### src/rtl/core/mr_pkg.sv
// shared types and constants for the miller-rabin round block
package mr_pkg;

   localparam int WORD_BITS_DEFAULT = 64;
   localparam int FIELD_BITS = 64;
   localparam int QUEUE_DEPTH = 2;

   typedef struct packed {
      logic [FIELD_BITS-1:0] candidate;
      logic [FIELD_BITS-1:0] witness;
   } req_type;

   typedef struct packed {
      logic verdict;
      logic error;
   } rsp_type;

   // item classes decided by the front part
   typedef enum logic [1:0] {
      CLS_ERROR = 2'd0,
      CLS_QUICK = 2'd1,
      CLS_FULL  = 2'd2
   } cls_type;

   typedef enum logic [3:0] {
      ST_IDLE,
      ST_REDUCE,
      ST_RED_WAIT,
      ST_BASE,
      ST_SPLIT,
      ST_POW_SEL,
      ST_MUL,
      ST_POW_NEXT,
      ST_CHECK,
      ST_SQR,
      ST_DONE
   } state_type;

endpackage

### src/rtl/core/mr_front.sv
// front part: takes request words, classifies them and queues the work
module mr_front #(
   parameter int WORD_BITS = mr_pkg::WORD_BITS_DEFAULT
) (
   input  logic                   clock,
   input  logic                   reset,
   input  logic                   req_valid,
   output logic                   req_stall,
   input  mr_pkg::req_type        req_data,
   output logic                   q_valid,
   input  logic                   q_take,
   output mr_pkg::cls_type        q_cls,
   output logic [WORD_BITS-1:0]   q_n,
   output logic [WORD_BITS-1:0]   q_w
);

   localparam int PTR_BITS = $clog2(mr_pkg::QUEUE_DEPTH);

   mr_pkg::cls_type        cls_mem [mr_pkg::QUEUE_DEPTH];
   logic [WORD_BITS-1:0]   n_mem   [mr_pkg::QUEUE_DEPTH];
   logic [WORD_BITS-1:0]   w_mem   [mr_pkg::QUEUE_DEPTH];
   logic [PTR_BITS-1:0]    wr_ptr_ff, rd_ptr_ff;
   logic [PTR_BITS:0]      count_ff;
   logic [WORD_BITS-1:0]   n_cut, w_cut;
   mr_pkg::cls_type        cls;
   logic                   push, pop;

   assign n_cut = req_data.candidate[WORD_BITS-1:0];
   assign w_cut = req_data.witness[WORD_BITS-1:0];

   always_comb begin
      if (n_cut < WORD_BITS'(3)) begin
         cls = mr_pkg::CLS_ERROR;
      end else if (!n_cut[0] || n_cut == WORD_BITS'(3)) begin
         cls = mr_pkg::CLS_QUICK;
      end else begin
         cls = mr_pkg::CLS_FULL;
      end
   end

   assign req_stall = (count_ff == (PTR_BITS+1)'(mr_pkg::QUEUE_DEPTH));
   assign push = req_valid && !req_stall;
   assign q_valid = (count_ff != '0);
   assign pop = q_valid && q_take;
   assign q_cls = cls_mem[rd_ptr_ff];
   assign q_n = n_mem[rd_ptr_ff];
   assign q_w = w_mem[rd_ptr_ff];

   always_ff @(posedge clock) begin
      if (push) begin
         cls_mem[wr_ptr_ff] <= cls;
         n_mem[wr_ptr_ff] <= n_cut;
         w_mem[wr_ptr_ff] <= w_cut;
      end
      if (reset) begin
         wr_ptr_ff <= '0;
         rd_ptr_ff <= '0;
         count_ff <= '0;
      end else begin
         if (push) wr_ptr_ff <= wr_ptr_ff + 1'b1;
         if (pop) rd_ptr_ff <= rd_ptr_ff + 1'b1;
         count_ff <= count_ff + (PTR_BITS+1)'(push) - (PTR_BITS+1)'(pop);
      end
   end

endmodule

### src/rtl/core/mr_mulmod.sv
// shift-and-add modular multiplier, one multiplier bit per cycle
module mr_mulmod #(
   parameter int WORD_BITS = mr_pkg::WORD_BITS_DEFAULT
) (
   input  logic                 clock,
   input  logic                 reset,
   input  logic                 start,
   input  logic [WORD_BITS-1:0] a,
   input  logic [WORD_BITS-1:0] b,
   input  logic [WORD_BITS-1:0] m,
   output logic                 done,
   output logic [WORD_BITS-1:0] product
);

   localparam int CNT_BITS = $clog2(WORD_BITS);

   logic [WORD_BITS-1:0] acc_ff, a_ff, b_ff;
   logic [CNT_BITS-1:0]  cnt_ff;
   logic                 busy_ff, done_ff;
   logic [WORD_BITS:0]   dbl, dbl_sub, add, add_sub;
   logic [WORD_BITS-1:0] acc_dbl, acc_in;

   // a+b mod m with a,b < m via one wide add and compare
   always_comb begin
      dbl = {1'b0, acc_ff} + {1'b0, acc_ff};
      dbl_sub = dbl - {1'b0, m};
      acc_dbl = (dbl >= {1'b0, m}) ? dbl_sub[WORD_BITS-1:0] : dbl[WORD_BITS-1:0];
      add = {1'b0, acc_dbl} + {1'b0, a_ff};
      add_sub = add - {1'b0, m};
      if (b_ff[WORD_BITS-1]) begin
         acc_in = (add >= {1'b0, m}) ? add_sub[WORD_BITS-1:0] : add[WORD_BITS-1:0];
      end else begin
         acc_in = acc_dbl;
      end
   end

   assign done = done_ff;
   assign product = acc_ff;

   always_ff @(posedge clock) begin
      if (start) begin
         acc_ff <= '0;
         a_ff <= a;
         b_ff <= b;
         cnt_ff <= CNT_BITS'(WORD_BITS-1);
      end else if (busy_ff) begin
         acc_ff <= acc_in;
         b_ff <= b_ff << 1;
         cnt_ff <= cnt_ff - 1'b1;
      end
      if (reset) begin
         busy_ff <= 1'b0;
         done_ff <= 1'b0;
      end else begin
         done_ff <= busy_ff && cnt_ff == '0;
         if (start) busy_ff <= 1'b1;
         else if (cnt_ff == '0) busy_ff <= 1'b0;
      end
   end

endmodule

### src/rtl/core/mr_back.sv
// back part: carries out the round on queued work and holds the result word
module mr_back #(
   parameter int WORD_BITS = mr_pkg::WORD_BITS_DEFAULT
) (
   input  logic                   clock,
   input  logic                   reset,
   input  logic                   q_valid,
   output logic                   q_take,
   input  mr_pkg::cls_type        q_cls,
   input  logic [WORD_BITS-1:0]   q_n,
   input  logic [WORD_BITS-1:0]   q_w,
   output logic                   rsp_valid,
   input  logic                   rsp_stall,
   output mr_pkg::rsp_type        rsp_data
);

   localparam int PW_BITS = $clog2(WORD_BITS);

   mr_pkg::state_type    state_ff, state_in;
   logic [WORD_BITS-1:0] n_ff, w_ff, e_ff, res_ff, nm1;
   logic [PW_BITS-1:0]   pw_ff;
   logic                 sel_sq_ff;
   logic                 first_ff;
   logic                 rsp_valid_ff;
   mr_pkg::rsp_type      rsp_ff;
   logic                 mul_start, mul_done;
   logic [WORD_BITS-1:0] mul_a, mul_b, mul_p;
   logic                 pass_now, finish;
   logic                 composite;

   assign nm1 = n_ff - 1'b1;

   mr_mulmod #(.WORD_BITS(WORD_BITS)) u_mul (
      .clock(clock), .reset(reset), .start(mul_start),
      .a(mul_a), .b(mul_b), .m(n_ff), .done(mul_done), .product(mul_p)
   );

   // 1 only counts before any squaring; n-1 counts at every check
   assign pass_now = (first_ff && res_ff == WORD_BITS'(1)) || res_ff == nm1;
   assign finish = pass_now || pw_ff == PW_BITS'(1);

   // next state
   always_comb begin
      state_in = state_ff;
      case (state_ff)
         mr_pkg::ST_IDLE: begin
            if (q_valid && !rsp_valid_ff) begin
               state_in = (q_cls == mr_pkg::CLS_FULL) ? mr_pkg::ST_REDUCE : mr_pkg::ST_DONE;
            end
         end
         mr_pkg::ST_REDUCE: begin
            state_in = (w_ff < n_ff) ? mr_pkg::ST_BASE : mr_pkg::ST_RED_WAIT;
         end
         mr_pkg::ST_RED_WAIT: if (mul_done) state_in = mr_pkg::ST_BASE;
         mr_pkg::ST_BASE:     state_in = mr_pkg::ST_SPLIT;
         mr_pkg::ST_SPLIT:    if (e_ff[0]) state_in = mr_pkg::ST_POW_SEL;
         mr_pkg::ST_POW_SEL:  state_in = (e_ff == '0) ? mr_pkg::ST_CHECK : mr_pkg::ST_MUL;
         mr_pkg::ST_MUL:      if (mul_done) state_in = mr_pkg::ST_POW_NEXT;
         mr_pkg::ST_POW_NEXT: state_in = mr_pkg::ST_POW_SEL;
         mr_pkg::ST_CHECK:    state_in = finish ? mr_pkg::ST_DONE : mr_pkg::ST_SQR;
         mr_pkg::ST_SQR:      if (mul_done) state_in = mr_pkg::ST_CHECK;
         mr_pkg::ST_DONE:     state_in = mr_pkg::ST_IDLE;
         default:             state_in = mr_pkg::ST_IDLE;
      endcase
   end

   // outputs
   always_comb begin
      q_take = 1'b0;
      mul_start = 1'b0;
      mul_a = res_ff;
      mul_b = res_ff;
      case (state_ff)
         mr_pkg::ST_IDLE:     q_take = q_valid && !rsp_valid_ff;
         mr_pkg::ST_REDUCE: begin
            // witness mod n as 1 * witness mod n
            mul_start = (w_ff >= n_ff);
            mul_a = WORD_BITS'(1);
            mul_b = w_ff;
         end
         mr_pkg::ST_POW_SEL: begin
            mul_start = (e_ff != '0);
            mul_a = e_ff[0] ? res_ff : w_ff;
            mul_b = w_ff;
         end
         mr_pkg::ST_CHECK: begin
            mul_start = !finish;
         end
         default: begin
            mul_start = 1'b0;
         end
      endcase
   end

   // composite unless 1 seen at the start or n-1 at any step
   assign composite = !pass_now;

   always_ff @(posedge clock) begin
      case (state_ff)
         mr_pkg::ST_IDLE: begin
            if (q_take) begin
               n_ff <= q_n;
               w_ff <= q_w;
               rsp_ff.error <= (q_cls == mr_pkg::CLS_ERROR);
               rsp_ff.verdict <= 1'b0;
               sel_sq_ff <= 1'b0;
            end
         end
         mr_pkg::ST_RED_WAIT: begin
            if (mul_done) w_ff <= mul_p;
         end
         mr_pkg::ST_BASE: begin
            if (w_ff < WORD_BITS'(2)) w_ff <= w_ff + WORD_BITS'(2);
            e_ff <= nm1;
            pw_ff <= '0;
            res_ff <= WORD_BITS'(1);
            first_ff <= 1'b1;
         end
         mr_pkg::ST_SPLIT: begin
            if (!e_ff[0]) begin
               e_ff <= e_ff >> 1;
               pw_ff <= pw_ff + 1'b1;
            end
         end
         mr_pkg::ST_POW_SEL: begin
            // odd exponent bit: multiply result; else square base
            sel_sq_ff <= !e_ff[0];
         end
         mr_pkg::ST_POW_NEXT: begin
            if (sel_sq_ff) begin
               w_ff <= mul_p;
               e_ff <= e_ff >> 1;
            end else begin
               res_ff <= mul_p;
               e_ff <= {e_ff[WORD_BITS-1:1], 1'b0};
            end
         end
         mr_pkg::ST_CHECK: begin
            if (finish) rsp_ff.verdict <= composite;
         end
         mr_pkg::ST_SQR: begin
            if (mul_done) begin
               res_ff <= mul_p;
               pw_ff <= pw_ff - 1'b1;
               first_ff <= 1'b0;
            end
         end
         default: begin
         end
      endcase
      if (reset) begin
         state_ff <= mr_pkg::ST_IDLE;
         rsp_valid_ff <= 1'b0;
      end else begin
         state_ff <= state_in;
         if (state_ff == mr_pkg::ST_DONE) rsp_valid_ff <= 1'b1;
         else if (!rsp_stall) rsp_valid_ff <= 1'b0;
      end
   end

   assign rsp_valid = rsp_valid_ff;
   assign rsp_data = rsp_ff;

endmodule

### src/rtl/core/miller_rabin_round.sv
// top level of the miller-rabin round block
// work: error, even or three words skip the round; otherwise one squaring per bit of the odd
//   part but the top one plus a multiply per set bit, then up to power-1 squarings, plus one
//   multiply to reduce a witness at or above the candidate
// throughput: one word at a time in the back part, set by the shared bit-serial multiplier;
//   a two-entry queue takes new words in; reset: synchronous, clears queue, sequencer and flag
module miller_rabin_round #(
   parameter int WORD_BITS = mr_pkg::WORD_BITS_DEFAULT
) (
   input  logic            clock,
   input  logic            reset,
   input  logic            req_valid,
   output logic            req_stall,
   input  mr_pkg::req_type req_data,
   output logic            rsp_valid,
   input  logic            rsp_stall,
   output mr_pkg::rsp_type rsp_data
);

   // queue between front and back
   logic                 q_valid, q_take;
   mr_pkg::cls_type      q_cls;
   logic [WORD_BITS-1:0] q_n, q_w;

   // front: word masking and classification into error, quick or full
   mr_front #(.WORD_BITS(WORD_BITS)) u_front (
      .clock(clock), .reset(reset),
      .req_valid(req_valid), .req_stall(req_stall), .req_data(req_data),
      .q_valid(q_valid), .q_take(q_take), .q_cls(q_cls), .q_n(q_n), .q_w(q_w)
   );

   // back: witness reduction, odd part split, power and squaring chain
   mr_back #(.WORD_BITS(WORD_BITS)) u_back (
      .clock(clock), .reset(reset),
      .q_valid(q_valid), .q_take(q_take), .q_cls(q_cls), .q_n(q_n), .q_w(q_w),
      .rsp_valid(rsp_valid), .rsp_stall(rsp_stall), .rsp_data(rsp_data)
   );

endmodule

### config.mk
export PLATFORM = sky130hd
export DESIGN_NAME = miller_rabin_round
export DESIGN_NICKNAME = d
export VERILOG_FILES = /design/src/rtl/core/mr_pkg.sv /design/src/rtl/core/mr_front.sv /design/src/rtl/core/mr_mulmod.sv /design/src/rtl/core/mr_back.sv /design/src/rtl/core/miller_rabin_round.sv
export SDC_FILE = /design/constraint.sdc
export NUM_CORES = 2
export LEC_CHECK = 0
export ABC_CLOCK_PERIOD_IN_PS = 8800
export BUFFER_PORTS_ARGS = -buffer_cell sky130_fd_sc_hd__buf_2
export CORE_MARGIN = 5
export CORE_UTILIZATION = 25
export CTS_CLUSTER_DIAMETER = 80
export DETAILED_ROUTE_END_ITERATION = 10
export HOLD_SLACK_MARGIN = 0.03
export PLACE_DENSITY = 0.52
export SLEW_MARGIN = 20
export SYNTH_ARGS = -nofsm -noshare
export SYNTH_HDL_FRONTEND = slang
export SYNTH_SLANG_ARGS = --single-unit
### constraint.sdc
create_clock -name clock -period 8.8 [get_ports clock]
set_input_delay 0.88 -clock clock [delete_from_list [all_inputs] [get_ports clock]]
set_output_delay 0.88 -clock clock [all_outputs]
set_load 0.1 [all_outputs]
# After elaboration in Yosys (flattened, before gate mapping)
# Memory sizes are Yosys's and may differ from the RTL's. A register that Yosys moved wholly into a read port is not among the register bits.
# Cells that the tools add are included.
# totals
n_memories	3
elab_cells	161
rom_bits	0
output_inout_bits	4
ff_bits	411
in_bits	132
mem_bits_rw	260
latch_bits	0
# mem_list
name	words	word_bits	read_ports	rd_clocked_by_memory_dff	write_ports	line	source
u_front.n_mem	2	64	1	1	1	mr_front.sv:20	logic [WORD_BITS-1:0] n_mem [mr_pkg::QUEUE_DEPTH];
u_front.w_mem	2	64	1	1	1	mr_front.sv:21	logic [WORD_BITS-1:0] w_mem [mr_pkg::QUEUE_DEPTH];
u_front.cls_mem	2	2	1	1	1	mr_front.sv:19	mr_pkg::cls_type cls_mem [mr_pkg::QUEUE_DEPTH];
# classes
mux	52
n_lt_le_gt_ge	6
n_div	0
eq_ne	28
n_bitwise	0
n_addsub	13
multipliers	0
reduce_logical	39
n_shift	0
# op_table
operator	count
2-to-1 mux 64 bit	14
case mux 64 bit (3 select lines)	2
case mux 64 bit (4 select lines)	1
adder 64 x 64 -> 65 bit	2
greater-or-equal comparator 65 x 64 -> 1 bit	2
< comparator 64 x 2 -> 1 bit (second input constant)	2
case mux 64 bit (2 select lines)	1
subtractor 64 bit	2
adder 64 x 2 -> 64 bit (second input constant)	1
== test 64 x 1 -> 1 bit (second input constant)	1
== test 64 x 2 -> 1 bit (second input constant)	1
== test 64 bit	1
greater-or-equal comparator 64 bit	1
zero test 64 bit	1
< comparator 64 bit	1
nonzero test 64 bit	1
subtractor 64 x 1 -> 64 bit (second input constant)	1
case mux 4 bit (10 select lines)	1
2-to-1 mux 4 bit	7
case mux 6 bit (3 select lines)	1
== test 4 x 3 -> 1 bit (second input constant)	4
2-to-1 mux 1 bit	15
== test 4 bit (second input constant)	3
2-to-1 mux 6 bit	2
27 further kinds	70

# Depth between registers and ports, before layout
# logic_depth
word_depth	7
ltp_mapped	42
ltp_nobuf	37

# Hierarchy
# A second synthesis with hierarchy kept.
# hier_totals
cells_unflattened	4786
area_unflattened_um2	48413.9
# modules_own_cells
module	instances	area_per_inst_um2	seq_area_each_um2	cells_per_inst
mr_mulmod	1	20392.1	5285.1	2507
mr_back	1	18298.8	8087.8	1827
mr_front	1	9723.1	7907.6	452

# Least setup slack after synthesis
# Ideal clock, no wire load.
# synth_path
kind	register to register
startpoint	register u_back.n_ff[8] (read register of u_front.n_mem)
endpoint	register u_back.u_mul.acc_ff[46], in the netlist u_back.u_mul.product[46]
stages_incl_launch_ff	40
required_time_ps	8677
path_buffers	7
setup_time_ps	123
arrival_time_ps	8803
period_less_slack_ps	8926
path_slack_ps	-126
cell_sequence	edfxtp_1 clkbuf_1 inv_1 ha_1 inv_1 a2111oi_0 o211ai_1 a31oi_1 o2111ai_1 a41oi_1 a2bb2oi_1 a21oi_1 clkbuf_1 clkbuf_1 a31o_2 ha_1 clkbuf_1 a21oi_1 [4 not listed] nand2_1 a31oi_1 o21ai_0 a31o_2 xor2_1 ha_1 nand3_1 or4_1 or4_1 o21ai_0 a31o_2 nor3_1 and2_1 clkbuf_1 clkbuf_1 clkbuf_1 a211oi_1 nor3_2
# synth_via
elab_chain_len	6
elab_cells_between_ends	15
classes_between	add/sub (4); order compare (3); eq/ne (1); mux (4); reduce/logical (3)
# synth_rtl
element	line	source
from (decl)	mr_back.sv:20	logic [WORD_BITS-1:0] n_ff, w_ff, e_ff, res_ff, nm1;
subtractor 64 bit, or another cell as far along	mr_mulmod.sv:26	dbl_sub = dbl - {1'b0, m};
2-to-1 mux 64 bit or == test 64 bit (tied branches)	mr_mulmod.sv:27, mr_back.sv:39	
adder 64 x 64 -> 65 bit or logical OR 1 bit (tied branches)	mr_mulmod.sv:28, mr_back.sv:39	
subtractor 64 bit, or another cell as far along	mr_mulmod.sv:29	add_sub = add - {1'b0, m};
2-to-1 mux 64 bit or zero test 1 bit (tied branches)	mr_mulmod.sv:31, mr_back.sv:87	
2-to-1 mux 64 bit or case mux 1 bit (3 select lines) (tied branches)	mr_mulmod.sv:30, mr_back.sv:73	
to (signal assigned)	mr_mulmod.sv:47	acc_ff <= acc_in;
to (decl)	mr_mulmod.sv:17	logic [WORD_BITS-1:0] acc_ff, a_ff, b_ff;
# Several ways; a longest one is shown, not always the timed one.
# A chain may end at the register's enable or synchronous reset.

# Worst setup path after layout
# layout_path
startpoint	register u_back.n_ff[6] (read register of u_front.n_mem)
endpoint	register u_back.u_mul.acc_ff[23], in the netlist u_back.u_mul.product[23]
# Same word-level chain as after synthesis.

==> metrics <==
Netlist cell types 93; # IOs roughly 140; Synth warnings 0; Crit Reg-Reg Endpoint u_back.u_mul.product[23]$_SDFFE_PP0P_; register bit total from synthesis about 740; Setup-failing EPs final 0; top cell family by delay on the critical path compound AO/OA/AOI/OAI gates; I/O Buffers about 140; reg-to-reg startpoint u_back.n_ff[6]$_DFFE_PP_; DR WL/cell around 25 um; synthesized net count between 5000 and 6000; hpwl dp 167000 um; GR Layer Usage met1 between 20% and 30%; FFs w/ async S/R, synth 0%; die extent in x approximately 440 um; Post-synth EDFFs approximately 650; worst path arrival time roughly 9.3 ns; final hold violation count 0; reg2reg setup slack about 0.12 ns; die height approximately 440 um; Final Net Count approximately 6100; Worst path max stage delay about 0.54 ns; vias in the first global route 41600; fin. max-slew vios 0; GR Util met3 around 3.0%; RSZ-0062 raised after global routing true; drt total wl roughly 210000 um; minimum clock period slightly below 9 ns; Slew headroom between 15 and 20%; cell area after synthesis 47200 um2; Routed Antenna Nets 0; DRT iter0 DRCs about 4400; 1st-pass router iterations 8; critical path's slowest cell or4_4; cts bufs inserted 78; initial antenna violation count 7; gpl congestion between 0.9 and 1; status complete, no violations; Max Cap Violations 0; # placed instances 8112; hold crit path type primary input to flip-flop; CP endpoint kind flip-flop; number of core rows 159; register area share after synthesis a little under half; Layout Cells excl Fill 8311; dominant synthesized flop cell edfxtp_1; first-pass GRT wire length 294000 um; Vias/cell approximately 5.3; Clock Path Buffers 3; initial core utilization 25.1%; Area Overhead vs Synth 31.3%; H-tree lvl count 3; clk_lat worst skew around 0.69 ns; CTS clk-pin slew, worst paths about 0.070 ns; WHS Endpoint u_front.w_mem[0][3]$_DFFE_PP_; CTS tree yes; pin count of the biggest net entering global routing 96; Crit Path Max Fanout 9; Core ar. 188000 um2; CTS root buf clkbuf_16; Critical path buffers and inverters 12; CP required roughly 9.4 ns; via count between 40000 and 50000; crit path launch type flip-flop; share of cells above drive strength 1 approximately 28%; reg2reg path depth 45; residual DRC count 0; clk sinks 736; total grt overflow 0; syn avg cell area just under 10 um2; most frequent CP cell buf_4; WHS Path Cells 1; GR peak layer met2; All-Layer GR Usage 20.2%; maximum clock frequency around 0.12 GHz; critical path class flip-flop to flip-flop; Tightest Pin Transition approximately 1.3 ns; final setup skew between 0.03 and 0.04 ns; DIE AREA roughly 200000 um2; min-delay src req_data[3]; met2 GRT Util between 30 and 40%; Tcrit/Tclk final approximately 99%; Mapped Cells between 4000 and 5000
synthesized netlist by cell type (88+ instances only):
library cell    n  area share, %
edfxtp_1      654             42
nand2_1       538            4.3
a21oi_1       349            3.7
nor2_1        331            2.6
ha_1          264            7.0
o21ai_0       258            2.7
clkbuf_1      239            1.9
xnor2_1       215            4.0
inv_1         143            1.1
xor2_1        143            2.7
a21o_1        137            2.2
and3_1        104            1.4
nand4_1       101            1.3
a31oi_1        96            1.3
nor4_1         94            1.2
mux2_2         92            2.2
nand3_1        88           0.93
metrics by stage:
stage	hold slack [ns]	cell area [um2]	utilization [%]	setup slack, ns	TNS [ns]
floorplan	0.451	47200	-	0.0148	0
global placement	0.471	57600	30.7	-1.20	-66.73
detailed placement	0.468	57600	30.7	-1.40	-82.07
CTS	0.339	60700	32.3	0.00979	0
global route	0.375	62000	33.0	-0.155	-4.33
finish	0.393	62000	33.0	0.117	0
worst max-delay path by stage:
stage | startpoint | endpoint | depth (start not counted)
finish | u_back.n_ff[6]$_DFFE_PP_ | u_back.u_mul.product[23]$_SDFFE_PP0P_ | 45
global route | u_back.n_ff[16]$_DFFE_PP_ | u_back.u_mul.product[8]$_SDFFE_PP0P_ | 43
CTS | u_back.n_ff[7]$_DFFE_PP_ | u_back.u_mul.product[4]$_SDFFE_PP0P_ | 42
detailed placement | u_back.n_ff[9]$_DFFE_PP_ | u_back.u_mul.product[11]$_SDFFE_PP0P_ | 42
global placement | u_back.n_ff[9]$_DFFE_PP_ | u_back.u_mul.product[55]$_SDFFE_PP0P_ | 40
floorplan | u_back.n_ff[8]$_DFFE_PP_ | u_back.u_mul.product[46]$_SDFFE_PP0P_ | 39
cell type report:
cell class | instances | area [um2]
repair buffers | 1161 | 8750
multi-input cells | 3626 | 25700
flip-flops and latches | 736 | 21300
clock buffers | 92 | 2030
inverters | 147 | 559
diodes | 4 | 10.0
fillers | 19400 | 126000
clock inverters | 50 | 538
well taps | 2495 | 3120
kinds of logic (layout without fill, tap and decap cells):
| kind of cell | Yosys count | count (layout) | synth area share (%) |
|---|---|---|---|
| AO/OA/AOI/OAI | 1319 | 1319 | 18.5 |
| flip-flops | 736 | 736 | 45.1 |
| multiplexers | 162 | 162 | 3.68 |
| adder cells (fa/ha/maj) | 267 | 267 | 7.12 |
| buffers and inverters | 412 | 1450 | 3.38 |
| other | 0 | 4 | 0 |
| AND/OR/NAND/NOR | 1513 | 1515 | 15.4 |
| XOR/XNOR | 363 | 363 | 6.88 |
per-layer routing:
layer | wire [um] | vias to the layer above | share of wire (%)
met3 | 16800 | 342 | 8.0
met1 | 91400 | 21400 | 44
li1 | - | 20000 | -
met5 | 0 | - | 0
met4 | 12600 | 0 | 6.0
met2 | 89200 | 1950 | 42
cells in the final DEF (no fill, tap or decap), types with 92 or more instances in the layout:
master and n:
a21o_1 137, a21oi_1 299, a31oi_1 93, and3_1 99, buf_2 135, buf_4 988
edfxtp_1 654, ha_1 241, inv_1 133, nand2_1 531, nand4_1 101, nor2_1 321
nor4_1 92, o21ai_0 195, xnor2_1 211, xor2_1 143
what timing repair did:
item	in CTS	in global routing
pin swaps	28	107
hold buffers	0	0
gates resized for setup	90	242
cloned	2	6
endpoints found under the setup margin	64	64
buffers inserted	19	28
hold endpoints to repair	0	0
state kept, by name, indices dropped and copies added, names as in the netlist, 64 cells and up, named ones only:
register / flops
u_back.n_ff: 64
u_back.u_mul.product: 64
u_back.e_ff: 64
u_back.u_mul.a_ff: 64
u_back.res_ff: 64
u_front.n_mem: 128
u_back.u_mul.b_ff: 64
u_back.w_ff: 64
u_front.w_mem: 128
Power is not shown: default switching activity piles up to over one toggle a cycle in this logic, so the estimate is an artifact.
